### src/rtl/i2c_bitbang_gpio_sequencer_assert.svh
// Assertion macros used by the top-level RTL file.
`ifndef I2C_BITBANG_GPIO_SEQUENCER_ASSERT_SVH
`define I2C_BITBANG_GPIO_SEQUENCER_ASSERT_SVH

`ifndef SYNTHESIS

`define I2CBB_ASSERT_NOW(label, clk, rst, ante, cons, msg) \
  label: assert property (@(posedge clk) disable iff (rst) (ante) |-> (cons)) \
    else $error(msg);

`define I2CBB_ASSERT_NEXT(label, clk, rst, ante, cons, msg) \
  label: assert property (@(posedge clk) disable iff (rst) (ante) |=> (cons)) \
    else $error(msg);

`else

`define I2CBB_ASSERT_NOW(label, clk, rst, ante, cons, msg)

`define I2CBB_ASSERT_NEXT(label, clk, rst, ante, cons, msg)

`endif

`endif

### src/rtl/i2cbb_pkg.sv
package i2cbb_pkg;

  localparam int PIN_COUNT = 32;
  localparam logic [31:0] PORT_MASK = 32'((64'd1 << PIN_COUNT) - 64'd1);
  localparam logic [4:0] HALF_BIT_TICKS = 5'd20;
  localparam logic [4:0] SCL_FALLBACK_PIN = 5'd0;
  localparam logic [4:0] SDA_FALLBACK_PIN = 5'd1;
  localparam logic [2:0] LOOP_INIT = 3'd7;

  typedef enum logic [2:0] {
    REQ_INIT      = 3'd0,
    REQ_START     = 3'd1,
    REQ_STOP      = 3'd2,
    REQ_WRITE     = 3'd3,
    REQ_READ      = 3'd4,
    REQ_LOAD_OUT  = 3'd5,
    REQ_LOAD_DIR  = 3'd6,
    REQ_RESERVED  = 3'd7
  } req_t;

  typedef enum logic [2:0] {
    OP_WR_OUT  = 3'd0,
    OP_WR_DIR  = 3'd1,
    OP_SAMPLE  = 3'd2,
    OP_ACK     = 3'd3,
    OP_DELAY   = 3'd4,
    OP_ENABLE  = 3'd5
  } op_t;

  typedef enum logic [1:0] {
    CFG_CLOCK_PIN = 2'd0,
    CFG_DATA_PIN  = 2'd1,
    CFG_SLOW_MODE = 2'd2
  } cfg_reg_t;

  typedef enum logic [3:0] {
    ACT_ENABLE,
    ACT_BOTH_HIGH,
    ACT_SCL_HIGH,
    ACT_SCL_LOW,
    ACT_SDA_HIGH,
    ACT_SDA_LOW,
    ACT_SDA_BIT,
    ACT_SDA_FIN,
    ACT_DIR_SCL_OUT,
    ACT_DIR_SDA_OUT,
    ACT_DIR_SDA_IN,
    ACT_DELAY,
    ACT_SAMPLE,
    ACT_ACK
  } act_t;

  typedef enum logic {
    ST_IDLE,
    ST_RUN
  } seq_state_t;

  typedef logic [5:0] upc_t;

  // One microcode step. last_fast marks the final emitting step when
  // only half-bit delays follow it.
  typedef struct packed {
    act_t act;
    logic done;
    logic last_fast;
    logic loop;
    upc_t target;
  } ucode_t;

  typedef struct packed {
    logic fire;
    act_t act;
    logic level;
    logic last;
  } step_t;

  typedef struct packed {
    logic out_we;
    logic dir_we;
    logic [31:0] word;
  } preset_t;

  localparam upc_t UPC_INIT  = 6'd0;
  localparam upc_t UPC_START = 6'd5;
  localparam upc_t UPC_STOP  = 6'd11;
  localparam upc_t UPC_WRITE = 6'd17;
  localparam upc_t UPC_READ  = 6'd30;
  localparam upc_t UPC_READ_LOOP = 6'd31;

  function automatic ucode_t uc(act_t act, logic done, logic last_fast, logic loop,
                                upc_t target);
    ucode_t w;
    w.act = act;
    w.done = done;
    w.last_fast = last_fast;
    w.loop = loop;
    w.target = target;
    return w;
  endfunction

  function automatic upc_t ucode_entry(req_t req);
    upc_t e;
    case (req)
      REQ_INIT:  e = UPC_INIT;
      REQ_START: e = UPC_START;
      REQ_STOP:  e = UPC_STOP;
      REQ_WRITE: e = UPC_WRITE;
      REQ_READ:  e = UPC_READ;
      default:   e = UPC_INIT;
    endcase
    return e;
  endfunction

  function automatic ucode_t ucode_word(upc_t pc);
    ucode_t w;
    case (pc)
      // Init
      6'd0:  w = uc(ACT_ENABLE,      1'b0, 1'b0, 1'b0, UPC_INIT);
      6'd1:  w = uc(ACT_ENABLE,      1'b0, 1'b0, 1'b0, UPC_INIT);
      6'd2:  w = uc(ACT_BOTH_HIGH,   1'b0, 1'b0, 1'b0, UPC_INIT);
      6'd3:  w = uc(ACT_DIR_SCL_OUT, 1'b0, 1'b0, 1'b0, UPC_INIT);
      6'd4:  w = uc(ACT_DIR_SDA_OUT, 1'b1, 1'b0, 1'b0, UPC_INIT);
      // Start
      6'd5:  w = uc(ACT_BOTH_HIGH,   1'b0, 1'b0, 1'b0, UPC_INIT);
      6'd6:  w = uc(ACT_DELAY,       1'b0, 1'b0, 1'b0, UPC_INIT);
      6'd7:  w = uc(ACT_SDA_LOW,     1'b0, 1'b0, 1'b0, UPC_INIT);
      6'd8:  w = uc(ACT_DELAY,       1'b0, 1'b0, 1'b0, UPC_INIT);
      6'd9:  w = uc(ACT_SCL_LOW,     1'b0, 1'b1, 1'b0, UPC_INIT);
      6'd10: w = uc(ACT_DELAY,       1'b1, 1'b0, 1'b0, UPC_INIT);
      // Stop
      6'd11: w = uc(ACT_SDA_LOW,     1'b0, 1'b0, 1'b0, UPC_INIT);
      6'd12: w = uc(ACT_DELAY,       1'b0, 1'b0, 1'b0, UPC_INIT);
      6'd13: w = uc(ACT_SCL_HIGH,    1'b0, 1'b0, 1'b0, UPC_INIT);
      6'd14: w = uc(ACT_DELAY,       1'b0, 1'b0, 1'b0, UPC_INIT);
      6'd15: w = uc(ACT_SDA_HIGH,    1'b0, 1'b1, 1'b0, UPC_INIT);
      6'd16: w = uc(ACT_DELAY,       1'b1, 1'b0, 1'b0, UPC_INIT);
      // Write byte: bit loop, then the ack slot
      6'd17: w = uc(ACT_SDA_BIT,     1'b0, 1'b0, 1'b0, UPC_INIT);
      6'd18: w = uc(ACT_SCL_HIGH,    1'b0, 1'b0, 1'b0, UPC_INIT);
      6'd19: w = uc(ACT_DELAY,       1'b0, 1'b0, 1'b0, UPC_INIT);
      6'd20: w = uc(ACT_SCL_LOW,     1'b0, 1'b0, 1'b0, UPC_INIT);
      6'd21: w = uc(ACT_DELAY,       1'b0, 1'b0, 1'b1, UPC_WRITE);
      6'd22: w = uc(ACT_DIR_SDA_IN,  1'b0, 1'b0, 1'b0, UPC_INIT);
      6'd23: w = uc(ACT_SDA_LOW,     1'b0, 1'b0, 1'b0, UPC_INIT);
      6'd24: w = uc(ACT_SCL_HIGH,    1'b0, 1'b0, 1'b0, UPC_INIT);
      6'd25: w = uc(ACT_DELAY,       1'b0, 1'b0, 1'b0, UPC_INIT);
      6'd26: w = uc(ACT_ACK,         1'b0, 1'b0, 1'b0, UPC_INIT);
      6'd27: w = uc(ACT_SCL_LOW,     1'b0, 1'b0, 1'b0, UPC_INIT);
      6'd28: w = uc(ACT_DELAY,       1'b0, 1'b0, 1'b0, UPC_INIT);
      6'd29: w = uc(ACT_DIR_SDA_OUT, 1'b1, 1'b0, 1'b0, UPC_INIT);
      // Read byte: sample loop, then ack or nack
      6'd30: w = uc(ACT_DIR_SDA_IN,  1'b0, 1'b0, 1'b0, UPC_INIT);
      6'd31: w = uc(ACT_SCL_HIGH,    1'b0, 1'b0, 1'b0, UPC_INIT);
      6'd32: w = uc(ACT_DELAY,       1'b0, 1'b0, 1'b0, UPC_INIT);
      6'd33: w = uc(ACT_SAMPLE,      1'b0, 1'b0, 1'b0, UPC_INIT);
      6'd34: w = uc(ACT_SCL_LOW,     1'b0, 1'b0, 1'b0, UPC_INIT);
      6'd35: w = uc(ACT_DELAY,       1'b0, 1'b0, 1'b1, UPC_READ_LOOP);
      6'd36: w = uc(ACT_SDA_FIN,     1'b0, 1'b0, 1'b0, UPC_INIT);
      6'd37: w = uc(ACT_DIR_SDA_OUT, 1'b0, 1'b0, 1'b0, UPC_INIT);
      6'd38: w = uc(ACT_SCL_HIGH,    1'b0, 1'b0, 1'b0, UPC_INIT);
      6'd39: w = uc(ACT_DELAY,       1'b0, 1'b0, 1'b0, UPC_INIT);
      6'd40: w = uc(ACT_SCL_LOW,     1'b0, 1'b1, 1'b0, UPC_INIT);
      6'd41: w = uc(ACT_DELAY,       1'b1, 1'b0, 1'b0, UPC_INIT);
      default: w = uc(ACT_DELAY,     1'b1, 1'b0, 1'b0, UPC_INIT);
    endcase
    return w;
  endfunction

endpackage

### src/rtl/i2cbb_req_if.sv
interface i2cbb_req_if;
  logic        valid;
  logic        ready;
  logic [2:0]  req_type;
  logic [7:0]  tx_byte;
  logic        final_read;
  logic [31:0] preset_word;

  modport source(output valid, req_type, tx_byte, final_read, preset_word, input ready);
  modport sink(input valid, req_type, tx_byte, final_read, preset_word, output ready);
endinterface

### src/rtl/i2cbb_op_if.sv
interface i2cbb_op_if;
  logic        valid;
  logic        ready;
  logic [2:0]  op_kind;
  logic [31:0] pin_word;
  logic [4:0]  delay_ticks;
  logic        last;

  modport source(output valid, op_kind, pin_word, delay_ticks, last, input ready);
  modport sink(input valid, op_kind, pin_word, delay_ticks, last, output ready);
endinterface

### src/rtl/i2cbb_cfg_if.sv
interface i2cbb_cfg_if;
  logic       valid;
  logic       ready;
  logic [1:0] index;
  logic [4:0] data;

  modport source(output valid, index, data, input ready);
  modport sink(input valid, index, data, output ready);
endinterface

### src/rtl/i2c_bitbang_gpio_sequencer.sv
// Channel  Role    Payload
// req      sink    req_type, tx_byte, final_read, preset_word
// op       source  op_kind, pin_word, delay_ticks, last
// cfg      sink    index, data (always ready)
//
// A command is taken only while no run is in progress.
// Init takes 5 steps, start and stop 6, write byte 48 and read byte 47.
// Delay steps still pass through the step counter in fast mode, where they emit nothing.
// Load commands update their word in the accepting cycle and emit nothing.
// Reset clears the words and returns the config registers to their reset values; a stalled op holds
// the step counter, except at delay steps in fast mode.
module i2c_bitbang_gpio_sequencer (
  input  logic       clk,
  input  logic       rst,
  i2cbb_req_if.sink  req,
  i2cbb_op_if.source op,
  i2cbb_cfg_if.sink  cfg
);
  import i2cbb_pkg::*;

  `include "i2c_bitbang_gpio_sequencer_assert.svh"

  logic [4:0] clock_pin;
  logic [4:0] data_pin;
  logic       slow_mode;
  logic       busy;
  logic       slot_free;
  logic       accept;
  logic       start;
  req_t       req_kind;
  step_t      step;
  preset_t    preset;

  assign req_kind = req_t'(req.req_type);
  assign req.ready = !busy;
  assign accept = req.valid && req.ready;
  assign start = accept && (req_kind inside {REQ_INIT, REQ_START, REQ_STOP, REQ_WRITE,
                                             REQ_READ});
  assign preset.out_we = accept && (req_kind == REQ_LOAD_OUT);
  assign preset.dir_we = accept && (req_kind == REQ_LOAD_DIR);
  assign preset.word = req.preset_word;

  assign cfg.ready = 1'b1;

  always_ff @(posedge clk) begin
    if (rst) begin
      clock_pin <= 5'd0;
      data_pin <= 5'd1;
      slow_mode <= 1'b1;
    end else if (cfg.valid) begin
      case (cfg_reg_t'(cfg.index))
        CFG_CLOCK_PIN: clock_pin <= cfg.data;
        CFG_DATA_PIN:  data_pin <= cfg.data;
        CFG_SLOW_MODE: slow_mode <= cfg.data[0];
        default: ;
      endcase
    end
  end

  i2cbb_sequencer u_seq (
    .clk        (clk),
    .rst        (rst),
    .start      (start),
    .req        (req_kind),
    .tx_byte    (req.tx_byte),
    .final_read (req.final_read),
    .slow_mode  (slow_mode),
    .slot_free  (slot_free),
    .busy       (busy),
    .step       (step)
  );

  i2cbb_datapath u_dp (
    .clk       (clk),
    .rst       (rst),
    .clock_pin (clock_pin),
    .data_pin  (data_pin),
    .step      (step),
    .preset    (preset),
    .slot_free (slot_free),
    .op        (op)
  );

  `I2CBB_ASSERT_NOW(a_fire_needs_slot, clk, rst, step.fire, slot_free, "op fired into a full slot")
  `I2CBB_ASSERT_NEXT(a_last_then_quiet, clk, rst, step.fire && step.last, !step.fire, "op emitted after last")
  `I2CBB_ASSERT_NOW(a_delay_ticks, clk, rst, op.valid && (op.op_kind == OP_DELAY), (op.delay_ticks == HALF_BIT_TICKS) && (op.pin_word == 32'd0), "bad delay op")

endmodule

### src/rtl/i2cbb_sequencer.sv
module i2cbb_sequencer (
  input  logic                clk,
  input  logic                rst,
  input  logic                start,
  input  i2cbb_pkg::req_t     req,
  input  logic [7:0]          tx_byte,
  input  logic                final_read,
  input  logic                slow_mode,
  input  logic                slot_free,
  output logic                busy,
  output i2cbb_pkg::step_t    step
);
  import i2cbb_pkg::*;

  seq_state_t state;
  seq_state_t state_next;
  upc_t       pc;
  logic [2:0] loop_cnt;
  logic [7:0] shift;
  logic       fin;
  ucode_t     cw;
  logic       skip;
  logic       advance;

  assign cw = ucode_word(pc);

  // In fast mode a delay step emits nothing and only moves the step counter.
  always_comb begin
    skip = (cw.act == ACT_DELAY) && !slow_mode;
    busy = (state == ST_RUN);
    advance = busy && (skip || slot_free);
    step.fire = busy && slot_free && !skip;
    step.act = cw.act;
    step.level = (cw.act == ACT_SDA_BIT) ? shift[7] : fin;
    step.last = cw.done || (cw.last_fast && !slow_mode);
  end

  always_comb begin
    state_next = state;
    case (state)
      ST_IDLE: begin
        if (start) begin
          state_next = ST_RUN;
        end
      end
      ST_RUN: begin
        if (advance && cw.done) begin
          state_next = ST_IDLE;
        end
      end
      default: state_next = ST_IDLE;
    endcase
  end

  always_ff @(posedge clk) begin
    if (rst) begin
      state <= ST_IDLE;
    end else begin
      state <= state_next;
    end
  end

  always_ff @(posedge clk) begin
    if (rst) begin
      pc <= UPC_INIT;
      loop_cnt <= LOOP_INIT;
    end else if (start) begin
      pc <= ucode_entry(req);
      loop_cnt <= LOOP_INIT;
    end else if (advance) begin
      if (cw.loop && (loop_cnt != 3'd0)) begin
        pc <= cw.target;
        loop_cnt <= loop_cnt - 3'd1;
      end else begin
        pc <= pc + 6'd1;
      end
    end
  end

  always_ff @(posedge clk) begin
    if (start) begin
      shift <= tx_byte;
      fin <= final_read;
    end else if (advance && (cw.act == ACT_SDA_BIT)) begin
      shift <= {shift[6:0], 1'b0};
    end
  end

endmodule

### src/rtl/i2cbb_datapath.sv
module i2cbb_datapath (
  input  logic                clk,
  input  logic                rst,
  input  logic [4:0]          clock_pin,
  input  logic [4:0]          data_pin,
  input  i2cbb_pkg::step_t    step,
  input  i2cbb_pkg::preset_t  preset,
  output logic                slot_free,
  i2cbb_op_if.source          op
);
  import i2cbb_pkg::*;

  logic [31:0] output_word;
  logic [31:0] direction_word;
  logic [31:0] out_next;
  logic [31:0] dir_next;
  logic [31:0] scl_mask;
  logic [31:0] sda_mask;
  logic [4:0]  scl_pin;
  logic [4:0]  sda_pin;
  op_t         kind;
  logic [31:0] word;
  logic [4:0]  ticks;
  logic        valid;

  // Pins outside the port fall back to their default positions.
  always_comb begin
    scl_pin = ({1'b0, clock_pin} < 6'(PIN_COUNT)) ? clock_pin : SCL_FALLBACK_PIN;
    sda_pin = ({1'b0, data_pin} < 6'(PIN_COUNT)) ? data_pin : SDA_FALLBACK_PIN;
    scl_mask = 32'd1 << scl_pin;
    sda_mask = 32'd1 << sda_pin;
  end

  always_comb begin
    out_next = output_word;
    dir_next = direction_word;
    kind = OP_WR_OUT;
    ticks = 5'd0;
    case (step.act)
      ACT_ENABLE:      kind = OP_ENABLE;
      ACT_BOTH_HIGH:   out_next = output_word | scl_mask | sda_mask;
      ACT_SCL_HIGH:    out_next = output_word | scl_mask;
      ACT_SCL_LOW:     out_next = output_word & ~scl_mask;
      ACT_SDA_HIGH:    out_next = output_word | sda_mask;
      ACT_SDA_LOW:     out_next = output_word & ~sda_mask;
      ACT_SDA_BIT, ACT_SDA_FIN: begin
        out_next = step.level ? (output_word | sda_mask) : (output_word & ~sda_mask);
      end
      ACT_DIR_SCL_OUT: begin
        kind = OP_WR_DIR;
        dir_next = direction_word | scl_mask;
      end
      ACT_DIR_SDA_OUT: begin
        kind = OP_WR_DIR;
        dir_next = direction_word | sda_mask;
      end
      ACT_DIR_SDA_IN: begin
        kind = OP_WR_DIR;
        dir_next = direction_word & ~sda_mask;
      end
      ACT_DELAY: begin
        kind = OP_DELAY;
        ticks = HALF_BIT_TICKS;
      end
      ACT_SAMPLE:      kind = OP_SAMPLE;
      ACT_ACK:         kind = OP_ACK;
      default:         kind = OP_ENABLE;
    endcase
    case (kind)
      OP_WR_OUT: word = out_next;
      OP_WR_DIR: word = dir_next;
      default:   word = 32'd0;
    endcase
  end

  assign slot_free = !valid || op.ready;

  always_ff @(posedge clk) begin
    if (rst) begin
      output_word <= 32'd0;
      direction_word <= 32'd0;
    end else if (preset.out_we) begin
      output_word <= preset.word & PORT_MASK;
    end else if (preset.dir_we) begin
      direction_word <= preset.word & PORT_MASK;
    end else if (step.fire) begin
      output_word <= out_next;
      direction_word <= dir_next;
    end
  end

  always_ff @(posedge clk) begin
    if (rst) begin
      valid <= 1'b0;
    end else if (step.fire) begin
      valid <= 1'b1;
    end else if (op.ready) begin
      valid <= 1'b0;
    end
  end

  always_ff @(posedge clk) begin
    if (step.fire) begin
      op.op_kind <= kind;
      op.pin_word <= word;
      op.delay_ticks <= ticks;
      op.last <= step.last;
    end
  end

  assign op.valid = valid;

endmodule
### src/flat_wrapper.sv
// flat-port wrapper written by rule: the top's interface ports become plain ports
module i2c_bitbang_gpio_sequencer_flat import i2cbb_pkg::*;
  (clk, rst, req_valid, req_req_type, req_tx_byte, req_final_read, req_preset_word, req_ready, op_valid, op_op_kind, op_pin_word, op_delay_ticks, op_last, op_ready, cfg_valid, cfg_index, cfg_data, cfg_ready);
  i2cbb_req_if req_i ();
  i2cbb_op_if op_i ();
  i2cbb_cfg_if cfg_i ();
  input  logic clk;
  input  logic rst;
  input wire logic [$bits(req_i.valid)-1:0] req_valid;
  input wire logic [$bits(req_i.req_type)-1:0] req_req_type;
  input wire logic [$bits(req_i.tx_byte)-1:0] req_tx_byte;
  input wire logic [$bits(req_i.final_read)-1:0] req_final_read;
  input wire logic [$bits(req_i.preset_word)-1:0] req_preset_word;
  output wire logic [$bits(req_i.ready)-1:0] req_ready;
  output wire logic [$bits(op_i.valid)-1:0] op_valid;
  output wire logic [$bits(op_i.op_kind)-1:0] op_op_kind;
  output wire logic [$bits(op_i.pin_word)-1:0] op_pin_word;
  output wire logic [$bits(op_i.delay_ticks)-1:0] op_delay_ticks;
  output wire logic [$bits(op_i.last)-1:0] op_last;
  input wire logic [$bits(op_i.ready)-1:0] op_ready;
  input wire logic [$bits(cfg_i.valid)-1:0] cfg_valid;
  input wire logic [$bits(cfg_i.index)-1:0] cfg_index;
  input wire logic [$bits(cfg_i.data)-1:0] cfg_data;
  output wire logic [$bits(cfg_i.ready)-1:0] cfg_ready;
  assign req_i.valid = req_valid;
  assign req_i.req_type = req_req_type;
  assign req_i.tx_byte = req_tx_byte;
  assign req_i.final_read = req_final_read;
  assign req_i.preset_word = req_preset_word;
  assign req_ready = req_i.ready;
  assign op_valid = op_i.valid;
  assign op_op_kind = op_i.op_kind;
  assign op_pin_word = op_i.pin_word;
  assign op_delay_ticks = op_i.delay_ticks;
  assign op_last = op_i.last;
  assign op_i.ready = op_ready;
  assign cfg_i.valid = cfg_valid;
  assign cfg_i.index = cfg_index;
  assign cfg_i.data = cfg_data;
  assign cfg_ready = cfg_i.ready;
  i2c_bitbang_gpio_sequencer u_core (.clk(clk), .rst(rst), .req(req_i), .op(op_i), .cfg(cfg_i));
endmodule
### config.mk
export PLATFORM = sky130hd
export DESIGN_NAME = i2c_bitbang_gpio_sequencer_flat
export DESIGN_NICKNAME = d
export VERILOG_FILES = /design/src/rtl/i2cbb_pkg.sv /design/src/rtl/i2cbb_req_if.sv /design/src/rtl/i2cbb_op_if.sv /design/src/rtl/i2cbb_cfg_if.sv /design/src/rtl/i2c_bitbang_gpio_sequencer.sv /design/src/rtl/i2cbb_sequencer.sv /design/src/rtl/i2cbb_datapath.sv /design/src/flat_wrapper.sv
export VERILOG_INCLUDE_DIRS = /design/src /design/src/rtl
export SDC_FILE = /design/constraint.sdc
export NUM_CORES = 1
export LEC_CHECK = 0
export ABC_AREA = 0
export ABC_CLOCK_PERIOD_IN_PS = 4800
export BUFFER_PORTS_ARGS = -buffer_cell sky130_fd_sc_hd__buf_4
export CAP_MARGIN = 5
export CORE_UTILIZATION = 50
export CTS_CLUSTER_SIZE = 20
export DETAILED_ROUTE_END_ITERATION = 12
export PLACE_DENSITY = 0.72
export SLEW_MARGIN = 20
export SYNTH_ARGS = -nofsm -noshare
export SYNTH_HDL_FRONTEND = slang
export SYNTH_SLANG_ARGS = --single-unit
export TNS_END_PERCENT = 30
### constraint.sdc
create_clock -name clk -period 4.8 [get_ports clk]
set_input_delay 0.96 -clock clk [delete_from_list [all_inputs] [get_ports clk]]
set_output_delay 0.96 -clock clk [all_outputs]
set_load 0.02 [all_outputs]
==> results of run 1 <==
-- cells by family (layout without fill, tap and decap cells) --
| kind of cell | count (synthesis) | in the layout | synth area share |
|---|---|---|---|
| and+or+nand+nor | 456 | 456 | 0.228 |
| AOI/OAI and AO/OA | 412 | 412 | 0.322 |
| DFF | 140 | 140 | 0.365 |
| buffers and inverters | 117 | 162 | 0.0550 |
| muxes | 13 | 13 | 0.0145 |
| adders and majority gates | 9 | 9 | 0.0126 |
| other | 2 | 4 | 0.000840 |
| xor gates and xnor gates | 2 | 2 | 0.00196 |
-- worst paths after layout --
| check | startpoint | to | cells after the start |
|---|---|---|---|
| worst max-delay path | u_core.u_seq.cw[9]$_DFF_P_ | u_core.u_seq.cw[9]$_DFF_P_ | 12 |
| worst min-delay path | u_core.u_seq.loop_cnt[2]$_SDFFE_PP1P_ | u_core.u_seq.loop_cnt[2]$_SDFFE_PP1P_ | 2 |
| worst max register to register | u_core.u_seq.cw[9]$_DFF_P_ | u_core.u_seq.cw[9]$_DFF_P_ | 12 |
| worst min register to register | u_core.u_seq.loop_cnt[2]$_SDFFE_PP1P_ | u_core.u_seq.loop_cnt[2]$_SDFFE_PP1P_ | 2 |
-- metal layers --
layer	vias to the layer above	share of wire	wire, µm
li1	4386	-	-
met1	4417	0.41	12100
met2	646	0.45	13300
met3	97	0.10	3030
met4	0	0.033	967
met5	-	0	0
-- per-stage QoR --
stage | cells | worst slack (ns)
after floorplan | 1153 | 1.15
after global placement | 1391 | 0.996
after detailed placement | 1391 | 0.934
after CTS | 1423 | 1.01
after global routing | 1423 | 0.762
final | 1423 | 0.993
-- registers in the layout, indices dropped and copies added (netlist names), 3 cells and up --
signal and cells:
u_core.clock_pin 5, u_core.data_pin 5, u_core.u_dp.direction_word 32, u_core.u_dp.op.op_kind 3, u_core.u_dp.op.pin_word 32, u_core.u_dp.output_word 32, u_core.u_seq.cw 8, u_core.u_seq.loop_cnt 3
u_core.u_seq.pc 6, u_core.u_seq.shift 8
-- final cells by class --
| class | count | share of cell area |
|---|---|---|
| clock buffers | 25 | 0.0542 |
| clock inverters | 7 | 0.00667 |
| inverters | 18 | 0.00679 |
| multi-input cells | 896 | 0.507 |
| flip-flops and latches | 140 | 0.316 |
| well taps | 225 | 0.0273 |
| repair buffers | 112 | 0.0815 |
-- worst max-delay path: stages (launching register included) --
cell and delay, ns:
dfxtp_1 0.74, or3b_4 0.48, a2bb2oi_4 0.22, o31ai_1 0.26
a32oi_1 0.10, or2_2 0.34, inv_1 0.10, ha_1 0.22
inv_1 0.10, or4_1 0.48, or4_1 0.41, o2111ai_1 0.09
o311ai_1 0.13
-- power by group --
| group | internal, mW | total (mW) | switching [mW] | leakage (nW) |
|---|---|---|---|---|
| sequential | 1.31 | 1.40 | 0.0892 | 1.22 |
| combinational | 0.343 | 1.08 | 0.734 | 2.07 |
| clock | 0.861 | 1.40 | 0.537 | 0.312 |
| total | 2.52 | 3.88 | 1.36 | 3.61 |
-- cells in the mapped netlist (all sizes together), types with 17 or more instances --
master / number / area share
o21a: 26 / 0.022
a22oi: 34 / 0.029
dfxtp: 94 / 0.21
edfxtp: 46 / 0.15
clkbuf: 75 / 0.031
o21ai: 85 / 0.048
a211oi: 21 / 0.018
buf: 24 / 0.016
nand2: 139 / 0.059
o221ai: 17 / 0.017
o211ai: 18 / 0.015
o32ai: 24 / 0.026
o22ai: 42 / 0.030
nor3: 56 / 0.032
nor2: 173 / 0.073
a21oi: 73 / 0.041
==> results.yml, run 1 <==
clock_tree:
  cts_resized: 0
  cts_tree: "done"
  postCtsSetupBuffers: 0
  clk_pin_slew_ns: 0.06
  clock_latency_ns: 0.44
  cts-root-buf: "clkbuf_16"
  cts_buffer_depth: 2
  h-tree-depth: 4
  cts_hold_buffers: 0
  cts.sinks: 140
  cts_made_buffers: 17
route:
  vias: 9546
  drtIter0Drc: 1396
  drc: 0
  avgRoutedWirePerCell_um: 20.7
  first_pass_iters: 10
  ant_nets: 0
  drt-vias-per-instance: 6.71
  drt_wl_total_um: 29400
setup_path:
  worstPathRequired_ns: 5.10
  ff2ff_setup_slack_ns: 0.99
  start_kind: "register"
  worstPathMaxFanout: 18
  critPathKind: "reg2reg"
  crit_arrival_ns: 4.11
  critPathCaptureType: "register"
status:
  status: "finished, final reports clean"
layout:
  post-route-util: 0.594
  nFillCells: 1580
  num_antenna_cells: 0
  seq_area_mm2: 0.00326
  layout-drive-gt1-share: 0.147
  fin_area_mm2: 0.0103
  synthToLayoutAreaGrowth_pct: 15.3
  nNetsFinal: 1250
  final_cell_mix: "nor2_1 (170), nand2_1 (138), buf_4 (112), dfxtp_1 (94), o21ai_0 (80)"
  multi_input_area_mm2: 0.00523
  layout_commonest_cell: "nor2_1"
grt:
  grtUsageMet3: 0.0688
  use_met1: 0.433
  grt.overflow.total: 0
  use_met2: 0.506
  track_usage: 0.325
  grt_max_degree: 63
  antenna_found_initial: 0
  grt_pass1_vias: 8795
  top_usage_layer: "met2"
  grt_pass1_wl_um: 46400
sta:
  tightest_slew_ns: 1.13
  setup_viol: 0
  rsz0062_at_grt: "false"
  slew_headroom: 0.249
  worst_hold_slack_ns: 0.481
  finalCriticalPeriod_ns: 3.81
  fin_setup_tns_ns: 0
  fin_skew_ns: 0.00712
  timing.final.hold_violations: 0
  max_freq_mhz: 263
  slew_violations: 0
  fin_crit_sh: 0.793
placement:
  placed_area_mm2: 0.00968
  port_buffers: 95
  place_hpwl_um: 18500
  gp_congestion: 0.951
synth:
  syn_avg_cell_area_um2: 7.77
  synth.cell_area_mm2: 0.00894
  synth_cell_types: 75
  synth-warning-count: 0
  seq_area_frac_synth: 0.365
  synth_seq_cells: 140
  synth-edff-count: 46
  syn-instance-count: 1151
  synth_flop_cell: "dfxtp_1"
  async_reset_ff_frac: 0
pwr:
  total_power_mw: 3.88
  power_leakage_nw: 3.61
  irDropWorstVdd_uv: 304
  p_per_area_mw_per_mm2: 376
floorplan:
  design.portCount: 100
  core.rowCount: 48
  die_h_um: 136
  dieArea_mm2: 0.0184
  initial_core_util: 0.515
  core_area_mm2: 0.0174
  fp.dieW_um: 136
min_path:
  hp-class: "reg2reg"
flow_run:
  drv_cap: 0
Note: power is estimated with default switching activity, not from simulation.
==> run 2: changes to the inputs <==
--- a/config.mk
+++ b/config.mk
@@ -7,13 +7,13 @@
 export NUM_CORES = 1
 export LEC_CHECK = 0
 export ABC_AREA = 0
-export ABC_CLOCK_PERIOD_IN_PS = 4800
+export ABC_CLOCK_PERIOD_IN_PS = 3300
 export BUFFER_PORTS_ARGS = -buffer_cell sky130_fd_sc_hd__buf_4
 export CAP_MARGIN = 5
 export CORE_UTILIZATION = 50
 export CTS_CLUSTER_SIZE = 20
 export DETAILED_ROUTE_END_ITERATION = 12
-export PLACE_DENSITY = 0.72
+export PLACE_DENSITY = 0.75
 export SLEW_MARGIN = 20
 export SYNTH_ARGS = -nofsm -noshare
 export SYNTH_HDL_FRONTEND = slang
==> constraint.sdc (replaced) <==
create_clock -name clk -period 3.3 [get_ports clk]
set_input_delay 0.66 -clock clk [delete_from_list [all_inputs] [get_ports clk]]
set_output_delay 0.66 -clock clk [all_outputs]
set_load 0.02 [all_outputs]
==> results.yml, run 2 (synthesis gave the netlist of run 1 again) <==
pwr:
  pwr-share-comb: 0.310
  p_int_mw: 3.56
  seq_power_share: 0.359
  switching_power_mw: 1.95
  power_leakage_nw: 3.70
  clkPwrFrac: 0.331
  swShare: 0.354
  irDropWorstVdd_uv: 414
  p_per_area_mw_per_mm2: 526
min_path:
  hp-class: "in2reg"
clock_tree:
  postCtsSetupBuffers: 0
  cts_resized: 0
  cts_buffer_depth: 2
  clk_pin_slew_ns: 0.06
  cts_hold_buffers: 0
  cts.sinks: 140
  h-tree-depth: 4
  clock_latency_ns: 0.43
  cts_tree: "done"
  cts-root-buf: "clkbuf_16"
  cts_made_buffers: 17
sta:
  setup_viol: 0
  tightest_slew_ns: 0.931
  slew_headroom: 0.379
  finalCriticalPeriod_ns: 3.09
  max_freq_mhz: 323
  slew_violations: 0
  timing.final.hold_violations: 0
  fin_crit_sh: 0.937
  fin_skew_ns: 0.00703
  fin_setup_tns_ns: 0
layout:
  nNetsFinal: 1277
  layout_commonest_cell: "nor2_1"
  largestRegisters: "u_core.u_dp.direction_word: 32 flops, u_core.u_dp.op.pin_word: 32 flops, u_core.u_dp.output_word: 32 flops"
  nFillCells: 1547
  final-instance-count-excl-fill: 1450
  final_cell_mix: "nor2_1 (170), nand2_1 (138), buf_4 (137), dfxtp_1 (93), o21ai_0 (80)"
  layout-drive-gt1-share: 0.167
  num_antenna_cells: 0
  synthToLayoutAreaGrowth_pct: 17.1
floorplan:
  fp.dieW_um: 136
  core.rowCount: 48
  core_area_mm2: 0.0174
  initial_core_util: 0.515
  dieArea_mm2: 0.0184
  die_h_um: 136
  design.portCount: 100
grt:
  grt_pass1_wl_um: 47100
  grt_pass1_vias: 9036
  grt.overflow.total: 0
  track_usage: 0.329
  grt_max_degree: 80
  antenna_found_initial: 0
setup_path:
  worstPathRequired_ns: 3.57
  ff2ff_setup_slack_ns: 0.21
  setup.worst_path.start: "u_core.u_seq.loop_cnt[0]$_SDFFE_PP1P_"
  start_kind: "register"
  crit_arrival_ns: 3.36
  crit_chain: "inv_1, ha_1, ha_2, nor3b_1, o32ai_1, a22oi_1, or3_1, clkinv_2, o311ai_0, o211ai_1"
  rr_worst_depth: 10
  critPathCaptureType: "register"
  timing.rr.end: "u_core.u_seq.cw[12]$_DFF_P_"
  critPathKind: "reg2reg"
  worstPathMaxFanout: 9
  worstReg2RegStart: "u_core.u_seq.loop_cnt[0]$_SDFFE_PP1P_"
  cp_slowest_cell: "nor3b_1"
  worst_path_largest_cell_delay_ns: 0.47
  crit_path_end: "u_core.u_seq.cw[12]$_DFF_P_"
route:
  first_pass_iters: 8
  drt-vias-per-instance: 6.64
  avgRoutedWirePerCell_um: 20.5
  drt_wl_total_um: 29700
  drc: 0
  ant_nets: 0
  vias: 9622
  drtIter0Drc: 1233
placement:
  gp_congestion: 0.927
  port_buffers: 95
  place_hpwl_um: 18900
  dpl.cell_count: 1418
status:
  status: "finished, final reports clean"
flow_run:
  drv_cap: 0
run 2: changes by cell type in the layout (fill, tap and decap cells not counted), sizes merged:
cell / change
bufinv: -1
clkbuf: +1
clkinv: +1
buf: +27
inv: -1
run 2: how the worst min path moves through the flow:
stage	from	to	slack [ns]	cells past startpoint
3_5_place_dp	u_core.u_seq.loop_cnt[2]$_SDFFE_PP1P_	u_core.u_seq.loop_cnt[2]$_SDFFE_PP1P_	0.47	2
2_1_floorplan	u_core.u_seq.loop_cnt[1]$_SDFFE_PP1P_	u_core.u_seq.loop_cnt[1]$_SDFFE_PP1P_	0.45	2
5_1_grt	req_final_read	u_core.u_seq.fin$_DFFE_PN_	0.41	1
6_report	req_final_read	u_core.u_seq.fin$_DFFE_PN_	0.42	1
4_1_cts	req_final_read	u_core.u_seq.fin$_DFFE_PN_	0.42	1
3_3_place_gp	u_core.u_seq.loop_cnt[1]$_SDFFE_PP1P_	u_core.u_seq.loop_cnt[1]$_SDFFE_PP1P_	0.47	2
run 2: critical path, delay by kind of cell, from the launching register on:
family                     cells  cell delay, ns
AOI/OAI and AO/OA              4            1.10
and+or+nand+nor                2            0.87
adders and majority gates      2            0.38
DFF                            1            0.31
buffers and inverters          2            0.28
run 2: power groups by stage:
stage,logic (mW),clock network (mW),registers [mW]
finish,1.71,1.82,1.98
detailed placement,1.64,0,2.01
global placement,1.63,0,2.01
global route,1.82,1.91,1.99
floorplan,1.06,0,2.03
CTS,1.65,1.83,1.98
run 2: cell type report:
cell class                 count  area (µm²)  area share
clock buffer                  26         520      0.0497
clock inverter                 6        33.8     0.00322
inverter                      18        70.1     0.00669
multi-input combinational    896        5240       0.500
sequential                   140        3260       0.312
tap                          225         282      0.0269
timing repair buffer         139        1070       0.102
run 2: per-stage QoR:
| stage | setup slack (ns) | instance area, µm² | total power, mW | utilization | hold slack [ns] |
|---|---|---|---|---|---|
| 2_1_floorplan | 0.0598 | 8950 | 3.09 | - | 0.453 |
| 3_3_place_gp | 0.103 | 9910 | 3.64 | 0.571 | 0.466 |
| 3_5_place_dp | 0.0366 | 9910 | 3.66 | 0.571 | 0.471 |
| 4_1_cts | 0.150 | 10500 | 5.46 | 0.603 | 0.416 |
| 5_1_grt | -0.0219 | 10500 | 5.71 | 0.604 | 0.408 |
| 6_report | 0.206 | 10500 | 5.51 | 0.604 | 0.419 |
run 2: metal layers:
metal	share of wire	vias up	global-route usage	routed length, µm
met2	0.46	594	0.520	13700
met4	0.033	0	0.153	975
li1	-	4430	-	-
met1	0.41	4510	0.428	12000
met5	0	-	0	0
met3	0.10	88	0.0692	3010
